$ cat src/hw/rtl/assert_macros.svh
// Assertion macros for the RTL of the reverb suppressor.
// Depends on a clock named i_clk and an active-low reset named i_rst_n.
`ifndef ASSERT_MACROS_SVH
`define ASSERT_MACROS_SVH

// Same-cycle implication, checked outside reset.
`define ASSERT_IMPLIES(label, ante, cons) \
    label: assert property (@(posedge i_clk) disable iff (!i_rst_n) (ante) |-> (cons)) \
        else $error("assertion failed");

// Next-cycle implication, checked outside reset.
`define ASSERT_NEXT(label, ante, cons) \
    label: assert property (@(posedge i_clk) disable iff (!i_rst_n) (ante) |=> (cons)) \
        else $error("assertion failed");

`endif

$ cat src/hw/rtl/srs_pkg.sv
// Shared types and constants of the spectral reverb suppressor.
// No dependencies; every RTL file of the block imports it.
package srs_pkg;

    localparam int FFT_SIZE_DEF = 512;
    localparam logic [14:0] DECAY_RST = 15'd31457;
    localparam logic [16:0] SUPP_RST  = 17'd58982;
    localparam logic [16:0] UNITY_Q16 = 17'd65536;
    localparam logic [15:0] ONE_Q15   = 16'd32768;
    localparam logic [15:0] HALF_Q15  = 16'd16384;

    // Configuration register indexes.
    typedef enum logic {
        CFG_DECAY = 1'b0,
        CFG_SUPP  = 1'b1
    } t_cfg_reg;

    // Input item as it travels down the pipeline.
    typedef struct packed {
        logic signed [15:0] re;
        logic signed [15:0] im;
        logic [8:0]         idx;
        logic               first;
        logic               inrng;
    } t_item;

endpackage

$ cat src/hw/rtl/srs_mag.sv
// Bin magnitude pipeline: squares, sum, then one square-root digit per stage.
// Depends on srs_pkg.
module srs_mag import srs_pkg::*; (
    input  logic         i_clk,
    input  logic         i_rst_n,
    input  logic         i_en,
    input  logic         i_valid,
    input  t_item        i_item,
    output logic         o_valid,
    output t_item        o_item,
    output logic [15:0]  o_mag
);

    localparam int Steps = 16;

    logic               r_sq_v;
    t_item              r_sq_item;
    logic signed [31:0] r_sq_re;
    logic signed [31:0] r_sq_im;

    logic        r_v    [0:Steps];
    t_item       r_item [0:Steps];
    logic [31:0] r_x    [0:Steps];
    logic [16:0] r_rem  [0:Steps];
    logic [15:0] r_res  [0:Steps];

    // Squares of both parts.
    always_ff @(posedge i_clk) begin
        if (!i_rst_n) begin
            r_sq_v <= 1'b0;
        end else if (i_en) begin
            r_sq_v <= i_valid;
        end
    end

    always_ff @(posedge i_clk) begin
        if (i_en) begin
            r_sq_item <= i_item;
            r_sq_re   <= i_item.re * i_item.re;
            r_sq_im   <= i_item.im * i_item.im;
        end
    end

    // Sum of squares starts the root.
    always_ff @(posedge i_clk) begin
        if (!i_rst_n) begin
            r_v[0] <= 1'b0;
        end else if (i_en) begin
            r_v[0] <= r_sq_v;
        end
    end

    always_ff @(posedge i_clk) begin
        if (i_en) begin
            r_item[0] <= r_sq_item;
            r_x[0]    <= 32'(r_sq_re) + 32'(r_sq_im);
            r_rem[0]  <= '0;
            r_res[0]  <= '0;
        end
    end

    // One result bit per stage, two radicand bits consumed each time.
    for (genvar k = 0; k < Steps; k++) begin : g_step
        logic [18:0] rem2;
        logic [18:0] trial;
        logic        take;

        assign rem2  = {r_rem[k], r_x[k][31:30]};
        assign trial = {1'b0, r_res[k], 2'b01};
        assign take  = (rem2 >= trial);

        always_ff @(posedge i_clk) begin
            if (!i_rst_n) begin
                r_v[k+1] <= 1'b0;
            end else if (i_en) begin
                r_v[k+1] <= r_v[k];
            end
        end

        always_ff @(posedge i_clk) begin
            if (i_en) begin
                r_item[k+1] <= r_item[k];
                r_x[k+1]    <= {r_x[k][29:0], 2'b00};
                r_rem[k+1]  <= take ? 17'(rem2 - trial) : 17'(rem2);
                r_res[k+1]  <= {r_res[k][14:0], take};
            end
        end
    end

    assign o_valid = r_v[Steps];
    assign o_item  = r_item[Steps];
    assign o_mag   = r_res[Steps];

endmodule

$ cat config.mk
export PLATFORM = sky130hd
export DESIGN_NAME = srs_mag
export DESIGN_NICKNAME = d
export VERILOG_FILES = /design/src/hw/rtl/assert_macros.svh /design/src/hw/rtl/srs_pkg.sv /design/src/hw/rtl/srs_mag.sv
export SDC_FILE = /design/constraint.sdc
export NUM_CORES = 2
export LEC_CHECK = 0
export BUFFER_PORTS_ARGS = -buffer_cell sky130_fd_sc_hd__buf_2
export CAP_MARGIN = 0
export CORE_MARGIN = 2
export CORE_UTILIZATION = 50
export DETAILED_ROUTE_END_ITERATION = 10
export GPL_ROUTABILITY_DRIVEN = 0
export PLACE_DENSITY = 0.66
export SETUP_SLACK_MARGIN = 0.1
export SYNTH_ARGS = -nofsm -noshare
export SYNTH_HDL_FRONTEND = slang
export SYNTH_SLANG_ARGS = --single-unit
$ cat constraint.sdc
create_clock -name i_clk -period 10.07 [get_ports i_clk]
set_input_delay 2.014 -clock i_clk [delete_from_list [all_inputs] [get_ports i_clk]]
set_output_delay 2.014 -clock i_clk [all_outputs]
set_load 0.005 [all_outputs]
==> run_results.csv <==
group,metric,value,unit
outcome,outcome,"completed",
detailed_routing,viasPerCell,5.045,
cts,cts.clk_slew.worst_paths,0.06,ns
logic_synthesis,synth_fp_nets,5962,
detailed_routing,avgRoutedWirePerCell,15.22,µm
cts,clock_path_buffers,3,
worst_setup_path,arrival,8.68,ns
worst_setup_path,critPathLaunchType,"input port",
power,power.density,328.7,nW/µm²
placed_design,pre_cts_ws,1.142,ns
cts,cts-buffers-inserted,154,
layout,post-route-util,55.54,%
logic_synthesis,postSynthCellCount,5086,
logic_synthesis,synth-seq-cells,1497,
global_routing,grt_overflow_total,0,
floorplan,io_pins,107,
detailed_routing,drtIter0Drc,2284,
layout,layout-drive-gt1-share,7.556,%
sta,period_needed,8.156,ns
global_routing,antenna_found_initial,1,
cts,numClockSinks,1497,
floorplan,rows,140,
placed_design,post_dp_cell_area,76090,µm²
logic_synthesis,synth_top_area_share,61.05,%
worst_setup_path,critPathKind,"in2reg",
cts,clockRootBuffer,"clkbuf_16",
detailed_routing,vias,36780,
floorplan,coreArea,145900,µm²
cts,h-tree-depth,4,
global_routing,track_usage,15.13,%
sta,maxSlewHeadroom,22.72,%
sta,tightestPinTransition,1.130,ns
power,p_leak,33.10,nW
logic_synthesis,yosysTopAreaCell,"edfxtp_1",
logic_synthesis,ys_types,69,
sta,rsz0062_at_grt,"no",
sta,hold_viol_final,0,
global_routing,grt_pass1_vias,38360,
global_routing,grt_start_max_net_pins,183,
worst_setup_path,required,10.59,ns
logic_synthesis,synthesis.area,73540,µm²
sta,holdWs,0.4006,ns
power,ir_worst_vdd,0.7116,mV
cts,cts_setup_buffers,0,
sta,maxSlewViolCount,0,
sta,fin_crit_sh,80.99,%
logic_synthesis,synth_edf_count,1495,
placed_design,port_buffers,106,
floorplan,die_x,387.5,µm
detailed_routing,drt-total-wl,111000,µm
worst_setup_path,end_kind,"flip-flop",
detailed_routing,drc_errors,0,
layout,stdcell_area,81050,µm²
sta,setup_viol,0,
layout,final_common_cell,"edfxtp_1",
sta,finClkSkew,0.02857,ns
sta,fmax,122.6,MHz
logic_synthesis,syn_area_per_cell,14.46,µm²
cts,holdBufCountCts,0,
detailed_routing,drtAntennaViolNets,0,
layout,syn_to_final_growth,10.20,%
placed_design,place.detailed.hpwl,76610,µm
floorplan,initial_core_util,50.40,%
layout,n_antenna_cell,0,
logic_synthesis,ys_async_sr_fraction,0,%
worst_setup_path,critPathMaxStageDelay,0.92,ns
global_routing,grt_pass1_wl,184200,µm
cts,cts_resized,0,
worst_setup_path,crit_top_cell,"fa_1",
layout,instances_no_fill,7290,
worst_setup_path,crit_chain,"buf_2 -> inv_1 -> nor2_1 -> fa_1 -> fa_1 -> fa_1 -> fa_1 -> fa_1 -> inv_1 -> fa_1 -> inv_1 -> ha_1 -> and3_1 -> a211oi_1 -> nor4b_1 -> nor4_1 -> or3_1 -> a21oi_1 -> xnor2_1",
detailed_routing,drtPass1Iterations,5,
sta,setup_ws,1.914,ns
floorplan,die_area,150200,µm²
power,total_power,26.64,mW
cts,cts_tree,"done",
logic_synthesis,ys_warn_count,0,
layout,final_cell_mix,"edfxtp_1 (1495), inv_1 (864), fa_1 (469), ha_1 (360), nand2_1 (243)",
worst_setup_path,critPathSlowestCell,"fa_1",
logic_synthesis,synth.top_cells.by_area,"edfxtp_1 (61%), fa_1 (13%), ha_1 (6.1%), inv_1 (4.4%), xnor2_1 (2.3%)",
placed_design,dp_cells,7010,
logic_synthesis,ys_seq_area_share,61.10,%
worst_setup_path,cp_max_fo,20,
layout,fin_nets,6125,
logic_synthesis,ys.flop_type,"edfxtp_1",
sta,tns,0,ns
floorplan,die_height,387.5,µm
min_path,hold_class,"reg2reg",
run,drv_cap,0,
cts,insertion_delay,0.78,ns
## sequential cells by signal (all words and copies together) (netlist names)
register,count
r_res,136
r_sq_item,43
r_sq_re,30
r_rem,237
r_x,272
r_item,731
r_sq_im,30
r_v,17
r_sq_v,1
## cells in the mapped netlist (all sizes together), types with 69 or more instances
cell type,n
a21o,79
a21oi,183
and2,86
clkbuf,69
edfxtp,1495
fa,469
ha,360
inv,864
nand2,243
nor2,219
o21ai,107
xnor2,195
xor2,93
## final cells by class
class	count	area [µm²]
Sequential cell	1497	44930
Tap cell	1917	2399
Multi-Input combinational cell	2606	24750
Clock inverter	89	940.9
Clock buffer	191	4014
Inverter	866	3251
Timing Repair Buffer	124	755.7
Fill cell	11730	64870
## report_power, final
group	total [mW]	leakage, nW	internal (mW)	switching, mW
Combinational	12.4	16.2	5.36	7.06
Sequential	8.74	14.5	8.44	0.300
Clock	5.48	2.39	3.15	2.32
Total	26.6	33.1	17.0	9.68
## critical path: cells and delay by family
kind	cells	cell delay (ns)
buf+inv	4	0.75
compound gates	2	0.48
xor+xnor	1	0.08
fa+ha+maj	7	3.84
simple gates	5	1.52
## routing by layer
metal  wire length, µm  track usage [%]
met1             44940            17.69
met5                12                0
met2             57960            27.14
met3              4252            3.026
met4              3812            6.271
## final timing paths
| check | slack (ns) | endpoint | from | depth (start not counted) |
|---|---|---|---|---|
| max reg2reg | 6.50 | r_x[0][31] | r_sq_im[8] | 10 |
| max | 1.91 | r_sq_im[30] | i_item[26] | 19 |
| min | 0.40 | r_item[0][98] | r_item[0][55] | 0 |
| min reg2reg | 0.40 | r_item[0][98] | r_item[0][55] | 0 |
## cell families (layout without fill, tap and decap cells)
kind of cell	Yosys count	after routing	share of synthesized area, %
multiplexers	43	43	0.6397
flip-flops	1497	1497	61.10
buffers and inverters	983	1270	5.242
other	1	1	0.005099
XOR/XNOR	288	288	3.430
AO/OA/AOI/OAI	554	554	4.759
AND/OR/NAND/NOR	891	891	5.933
adder cells (fa/ha/maj)	829	829	18.89
Power figures use the tool's default switching activity.
