===== src/hw/rtl/assert_macros.svh =====
// Assertion macros for the RTL of the reverb suppressor.
// Depends on a clock named i_clk and an active-low reset named i_rst_n.
`ifndef ASSERT_MACROS_SVH
`define ASSERT_MACROS_SVH

// Same-cycle implication, checked outside reset.
`define ASSERT_IMPLIES(label, ante, cons) \
    label: assert property (@(posedge i_clk) disable iff (!i_rst_n) (ante) |-> (cons)) \
        else $error("assertion failed");

// Next-cycle implication, checked outside reset.
`define ASSERT_NEXT(label, ante, cons) \
    label: assert property (@(posedge i_clk) disable iff (!i_rst_n) (ante) |=> (cons)) \
        else $error("assertion failed");

`endif


===== src/hw/rtl/srs_pkg.sv =====
// Shared types and constants of the spectral reverb suppressor.
// No dependencies; every RTL file of the block imports it.
package srs_pkg;

    localparam int FFT_SIZE_DEF = 512;
    localparam logic [14:0] DECAY_RST = 15'd31457;
    localparam logic [16:0] SUPP_RST  = 17'd58982;
    localparam logic [16:0] UNITY_Q16 = 17'd65536;
    localparam logic [15:0] ONE_Q15   = 16'd32768;
    localparam logic [15:0] HALF_Q15  = 16'd16384;

    // Configuration register indexes.
    typedef enum logic {
        CFG_DECAY = 1'b0,
        CFG_SUPP  = 1'b1
    } t_cfg_reg;

    // Input item as it travels down the pipeline.
    typedef struct packed {
        logic signed [15:0] re;
        logic signed [15:0] im;
        logic [8:0]         idx;
        logic               first;
        logic               inrng;
    } t_item;

endpackage


===== src/hw/rtl/srs_mask.sv =====
// Mask pipeline: product of strength and estimate, saturation check, then
// one quotient bit per stage of a restoring division by the magnitude.
// Depends on srs_pkg.
module srs_mask import srs_pkg::*; (
    input  logic         i_clk,
    input  logic         i_rst_n,
    input  logic         i_en,
    input  logic [16:0]  i_supp,
    input  logic         i_valid,
    input  t_item        i_item,
    input  logic [15:0]  i_mag,
    input  logic [16:0]  i_est,
    output logic         o_valid,
    output t_item        o_item,
    output logic [16:0]  o_mask
);

    localparam int Steps = 16;

    logic        r_n_v;
    t_item       r_n_item;
    logic [15:0] r_n_mag;
    logic [33:0] r_n_num;

    logic        r_v    [0:Steps];
    t_item       r_item [0:Steps];
    logic [15:0] r_mag  [0:Steps];
    logic [15:0] r_low  [0:Steps];
    logic [15:0] r_rem  [0:Steps];
    logic [15:0] r_q    [0:Steps];
    logic        r_sat  [0:Steps];

    logic        r_m_v;
    t_item       r_m_item;
    logic [16:0] r_m_mask;

    // Numerator of the ratio.
    always_ff @(posedge i_clk) begin
        if (!i_rst_n) begin
            r_n_v <= 1'b0;
        end else if (i_en) begin
            r_n_v <= i_valid;
        end
    end

    always_ff @(posedge i_clk) begin
        if (i_en) begin
            r_n_item <= i_item;
            r_n_mag  <= i_mag;
            r_n_num  <= 34'(i_supp) * 34'(i_est);
        end
    end

    // A ratio of one or more gives a zero mask; a zero magnitude lands here too.
    always_ff @(posedge i_clk) begin
        if (!i_rst_n) begin
            r_v[0] <= 1'b0;
        end else if (i_en) begin
            r_v[0] <= r_n_v;
        end
    end

    always_ff @(posedge i_clk) begin
        if (i_en) begin
            r_item[0] <= r_n_item;
            r_mag[0]  <= r_n_mag;
            r_low[0]  <= r_n_num[15:0];
            r_rem[0]  <= r_n_num[31:16];
            r_q[0]    <= '0;
            r_sat[0]  <= (r_n_num[33:16] >= 18'(r_n_mag));
        end
    end

    // Restoring division, most significant quotient bit first.
    for (genvar k = 0; k < Steps; k++) begin : g_div
        logic [16:0] rem2;
        logic        take;

        assign rem2 = {r_rem[k], r_low[k][15]};
        assign take = (rem2 >= 17'(r_mag[k]));

        always_ff @(posedge i_clk) begin
            if (!i_rst_n) begin
                r_v[k+1] <= 1'b0;
            end else if (i_en) begin
                r_v[k+1] <= r_v[k];
            end
        end

        always_ff @(posedge i_clk) begin
            if (i_en) begin
                r_item[k+1] <= r_item[k];
                r_mag[k+1]  <= r_mag[k];
                r_low[k+1]  <= {r_low[k][14:0], 1'b0};
                r_rem[k+1]  <= take ? 16'(rem2 - 17'(r_mag[k])) : 16'(rem2);
                r_q[k+1]    <= {r_q[k][14:0], take};
                r_sat[k+1]  <= r_sat[k];
            end
        end
    end

    // Final mask; bins beyond the table pass at unity.
    always_ff @(posedge i_clk) begin
        if (!i_rst_n) begin
            r_m_v <= 1'b0;
        end else if (i_en) begin
            r_m_v <= r_v[Steps];
        end
    end

    always_ff @(posedge i_clk) begin
        if (i_en) begin
            r_m_item <= r_item[Steps];
            if (!r_item[Steps].inrng) begin
                r_m_mask <= UNITY_Q16;
            end else if (r_sat[Steps]) begin
                r_m_mask <= '0;
            end else begin
                r_m_mask <= UNITY_Q16 - 17'(r_q[Steps]);
            end
        end
    end

    assign o_valid = r_m_v;
    assign o_item  = r_m_item;
    assign o_mask  = r_m_mask;

endmodule


===== config.mk =====
export PLATFORM = sky130hd
export DESIGN_NAME = srs_mask
export DESIGN_NICKNAME = d
export VERILOG_FILES = /design/src/hw/rtl/assert_macros.svh /design/src/hw/rtl/srs_pkg.sv /design/src/hw/rtl/srs_mask.sv
export SDC_FILE = /design/constraint.sdc
export NUM_CORES = 2
export LEC_CHECK = 0
export BUFFER_PORTS_ARGS = -buffer_cell sky130_fd_sc_hd__buf_2
export CAP_MARGIN = 30
export CORE_MARGIN = 2
export CORE_UTILIZATION = 50
export DETAILED_ROUTE_END_ITERATION = 7
export HOLD_SLACK_MARGIN = 0.1
export PLACE_DENSITY = 0.72
export SYNTH_ARGS = -nofsm -noshare
export SYNTH_HDL_FRONTEND = slang
export SYNTH_SLANG_ARGS = --single-unit
export TNS_END_PERCENT = 1

===== constraint.sdc =====
create_clock -name i_clk -period 7 [get_ports i_clk]
set_input_delay 1.05 -clock i_clk [delete_from_list [all_inputs] [get_ports i_clk]]
set_output_delay 1.05 -clock i_clk [all_outputs]
set_load 0.02 [all_outputs]

==> flow_summary.json <==
{
  "crit_fanout": 6,
  "grt_pass1_vias": 40700,
  "drive_above_1_share_pct": 12.3,
  "ff2ff_setup_slack_ps": 3090,
  "postRouteAntennaNets": 0,
  "cts_resized": 0,
  "whs_path_depth": 0,
  "max_cap_violations": 0,
  "fillers": 11700,
  "num_io_pins": 158,
  "setup_viol": 0,
  "grt_overflow": 0,
  "antenna_found_initial": 0,
  "stdcell_area_sq_um": 85700,
  "initial_core_util_pct": 50.2,
  "tns_ps": 0,
  "setup.worst_path.start_class": "primary input",
  "grt_max_degree": 208,
  "fp.dieArea_sq_um": 155000,
  "syn_area_sq_um": 76000,
  "synth.most_common_cell": "edfxtp_1",
  "core_sq_um": 151000,
  "criticalPathCategory": "primary input to flip-flop",
  "end_kind": "flip-flop",
  "postCtsSetupBuffers": 0,
  "syn-num-nets": 5753,
  "clock_sinks": 1704,
  "synthTopCellsByArea": "edfxtp_1, fa_1, ha_1",
  "cts_inserted_buffers": 173,
  "worst_ir_drop_vdd_uv": 536,
  "drt_pass1_iterations": 5,
  "cts_root_buf": "clkbuf_16",
  "post-synth-top-area-cell": "edfxtp_1",
  "wl_per_cell_microns": 16.2,
  "hp-start": "r_low[0][75]",
  "die_x_microns": 394,
  "grt_pass1_wl_microns": 204000,
  "rsz0062_at_grt": "false",
  "dominantRegCellSynth": "edfxtp_1",
  "p_total_mw": 37.5,
  "synth_edf_count": 1701,
  "crit_path_max_incr_delay_ps": 560,
  "grt_use_total_pct": 16.1,
  "nNetsFinal": 6132,
  "row_count": 143,
  "htree_num_levels": 4,
  "vias_per_cell": 5.12,
  "wl_microns": 123000,
  "hpwl_microns": 83900,
  "crit_chain": "buf_2 > and2_1 > fa_1 > inv_1 > fa_1 > fa_1 > fa_1 > inv_1 > fa_1 > inv_1 > fa_1 > inv_1 > ha_1 > a21oi_1 > o21ai_0 > a31o_2 > a21o_1 > a31o_2 > a311oi_1 > buf_4 > o21ai_0 > a21oi_1 > xnor2_1",
  "regArea_sq_um": 51100,
  "arrival_ps": 7130,
  "worstMarginPinSlew_ps": 1140,
  "cp.required_ps": 7540,
  "drtIter0Drc": 1877,
  "place_area_sq_um": 80000,
  "area_delta_synth_final_pct": 12.9,
  "netlist_top_cells_count": "edfxtp_1, inv_1, ha_1",
  "period_minus_slack_ps": 6590,
  "timing.fmax_mhz": 152,
  "clkTransAtPathRegs_ps": 60,
  "status": "complete, no violations",
  "reg2reg_depth": 10,
  "reg2reg_to": "r_rem[0][183]",
  "cts_buffer_depth": 3,
  "portBuffers": 157,
  "n_antenna_cell": 0,
  "p_leak_nw": 34.0,
  "die_y_microns": 394,
  "multi_input_area_sq_um": 22100,
  "ys_types": 89,
  "hold-path-endpoint": "r_low[0][92]",
  "globalplace.congestion": 0.901,
  "synth.top_cell.area_share_pct": 67.2,
  "yosysSeqAreaShare_pct": 67.3,
  "r2r-start": "r_mag[0][161]",
  "ys.warnings.count": 0,
  "cts_tree": "built",
  "via_count": 38900,
  "slowest_stage": "fa_1",
  "clock_latency_ps": 790,
  "post-route-drc-count": 0,
  "cp-startpoint": "i_est[7]",
  "power-per-cell-area_nw_per_um2": 438,
  "slew_headroom_pct": 23.9,
  "ys_ff_latch": 1704,
  "fin_crit_sh_pct": 94.2,
  "clock_skew_ps": 58.2,
  "avgSynthCellArea_sq_um": 15.1,
  "holdBufCountCts": 0,
  "crit_top_cell": "fa_1",
  "ys_async_sr_fraction_pct": 0,
  "slew_violations": 0,
  "hold_class": "flip-flop to flip-flop",
  "final_hold_viol_count": 0,
  "syn_inst": 5036
}
-- report_power, final --
| part | internal, mW | switching [mW] | total, mW |
|---|---|---|---|
| clock network | 5.29 | 3.80 | 9.09 |
| registers | 13.6 | 0.627 | 14.3 |
| logic | 6.48 | 7.72 | 14.2 |
| total | 25.4 | 12.1 | 37.5 |
-- registers in the layout, indices dropped and copies added (netlist names), 34 cells and up --
register / count
o_item: 43
r_item: 731
r_low: 136
r_mag: 256
r_n_item: 43
r_n_num: 34
r_q: 136
r_rem: 256
-- stage by stage --
step                hold slack, ps  utilization [%]  worst slack (ps)  cells
CTS                            356             56.6               489   7586
global route                   379             56.6               195   7587
global placement               400             52.9              -315   7268
detailed placement             405             52.9              -368   7269
floorplan                      400                -              18.9   5036
finish                         393             56.6               405   7587
-- critical path, delay by kind of cell --
family                     cells  cell delay [ps]
adders and majority gates      7             3430
and+or+nand+nor                1              190
xor gates and xnor gates       1              100
AOI/OAI and AO/OA              8             1790
buffers and inverters          6              570
-- layout make-up --
class,count,area share [%]
clock buffer,206,5.24
clock inverter,111,1.40
inverter,636,2.78
multi-input combinational,2619,25.8
sequential,1704,59.6
tap,2030,2.96
timing repair buffer,281,2.17
-- layer usage --
| metal | global-route usage (%) | part of all wire [%] | up-vias |
|---|---|---|---|
| met4 | 6.20 | 3.4 | 0 |
| met5 | 0 | 0 | - |
| met1 | 18.6 | 40 | 19100 |
| met3 | 2.77 | 3.3 | 271 |
| li1 | - | - | 18800 |
| met2 | 29.9 | 54 | 683 |
-- kinds of logic (layout without fill, tap and decap cells) --
logic type,after synthesis,after routing,synth area share (%)
flops,1704,1704,67.3
fa+ha+maj,620,620,12.6
mux,140,140,2.07
compound gates,679,679,5.86
xor+xnor,208,208,2.40
simple gates,972,972,6.20
buf+inv,713,1234,3.58
-- worst max path at each step --
stage	to	slack, ps
finish	r_n_num[33]	410
global route	r_n_num[33]	200
CTS	r_n_num[33]	490
detailed placement	r_n_num[33]	-370
global placement	r_n_num[33]	-310
floorplan	r_n_num[33]	20
-- cell usage in the layout, fill, tap and decap left out, types with 36 or more instances in the layout --
| cell | count |
|---|---|
| a21o_1 | 87 |
| o21ai_0 | 163 |
| nor2b_1 | 40 |
| nand3_1 | 36 |
| ha_1 | 381 |
| nand2_1 | 343 |
| buf_4 | 112 |
| clkbuf_16 | 175 |
| edfxtp_1 | 1701 |
| nor3_1 | 44 |
| xnor2_1 | 123 |
| xor2_1 | 85 |
| mux2_2 | 106 |
| clkinv_1 | 36 |
| fa_1 | 239 |
| nor2_1 | 189 |
| nand2b_1 | 41 |
| nand4_1 | 42 |
| and2_1 | 145 |
| a21oi_1 | 190 |
| buf_2 | 156 |
| inv_1 | 636 |
Power figures use the tool's default switching activity.
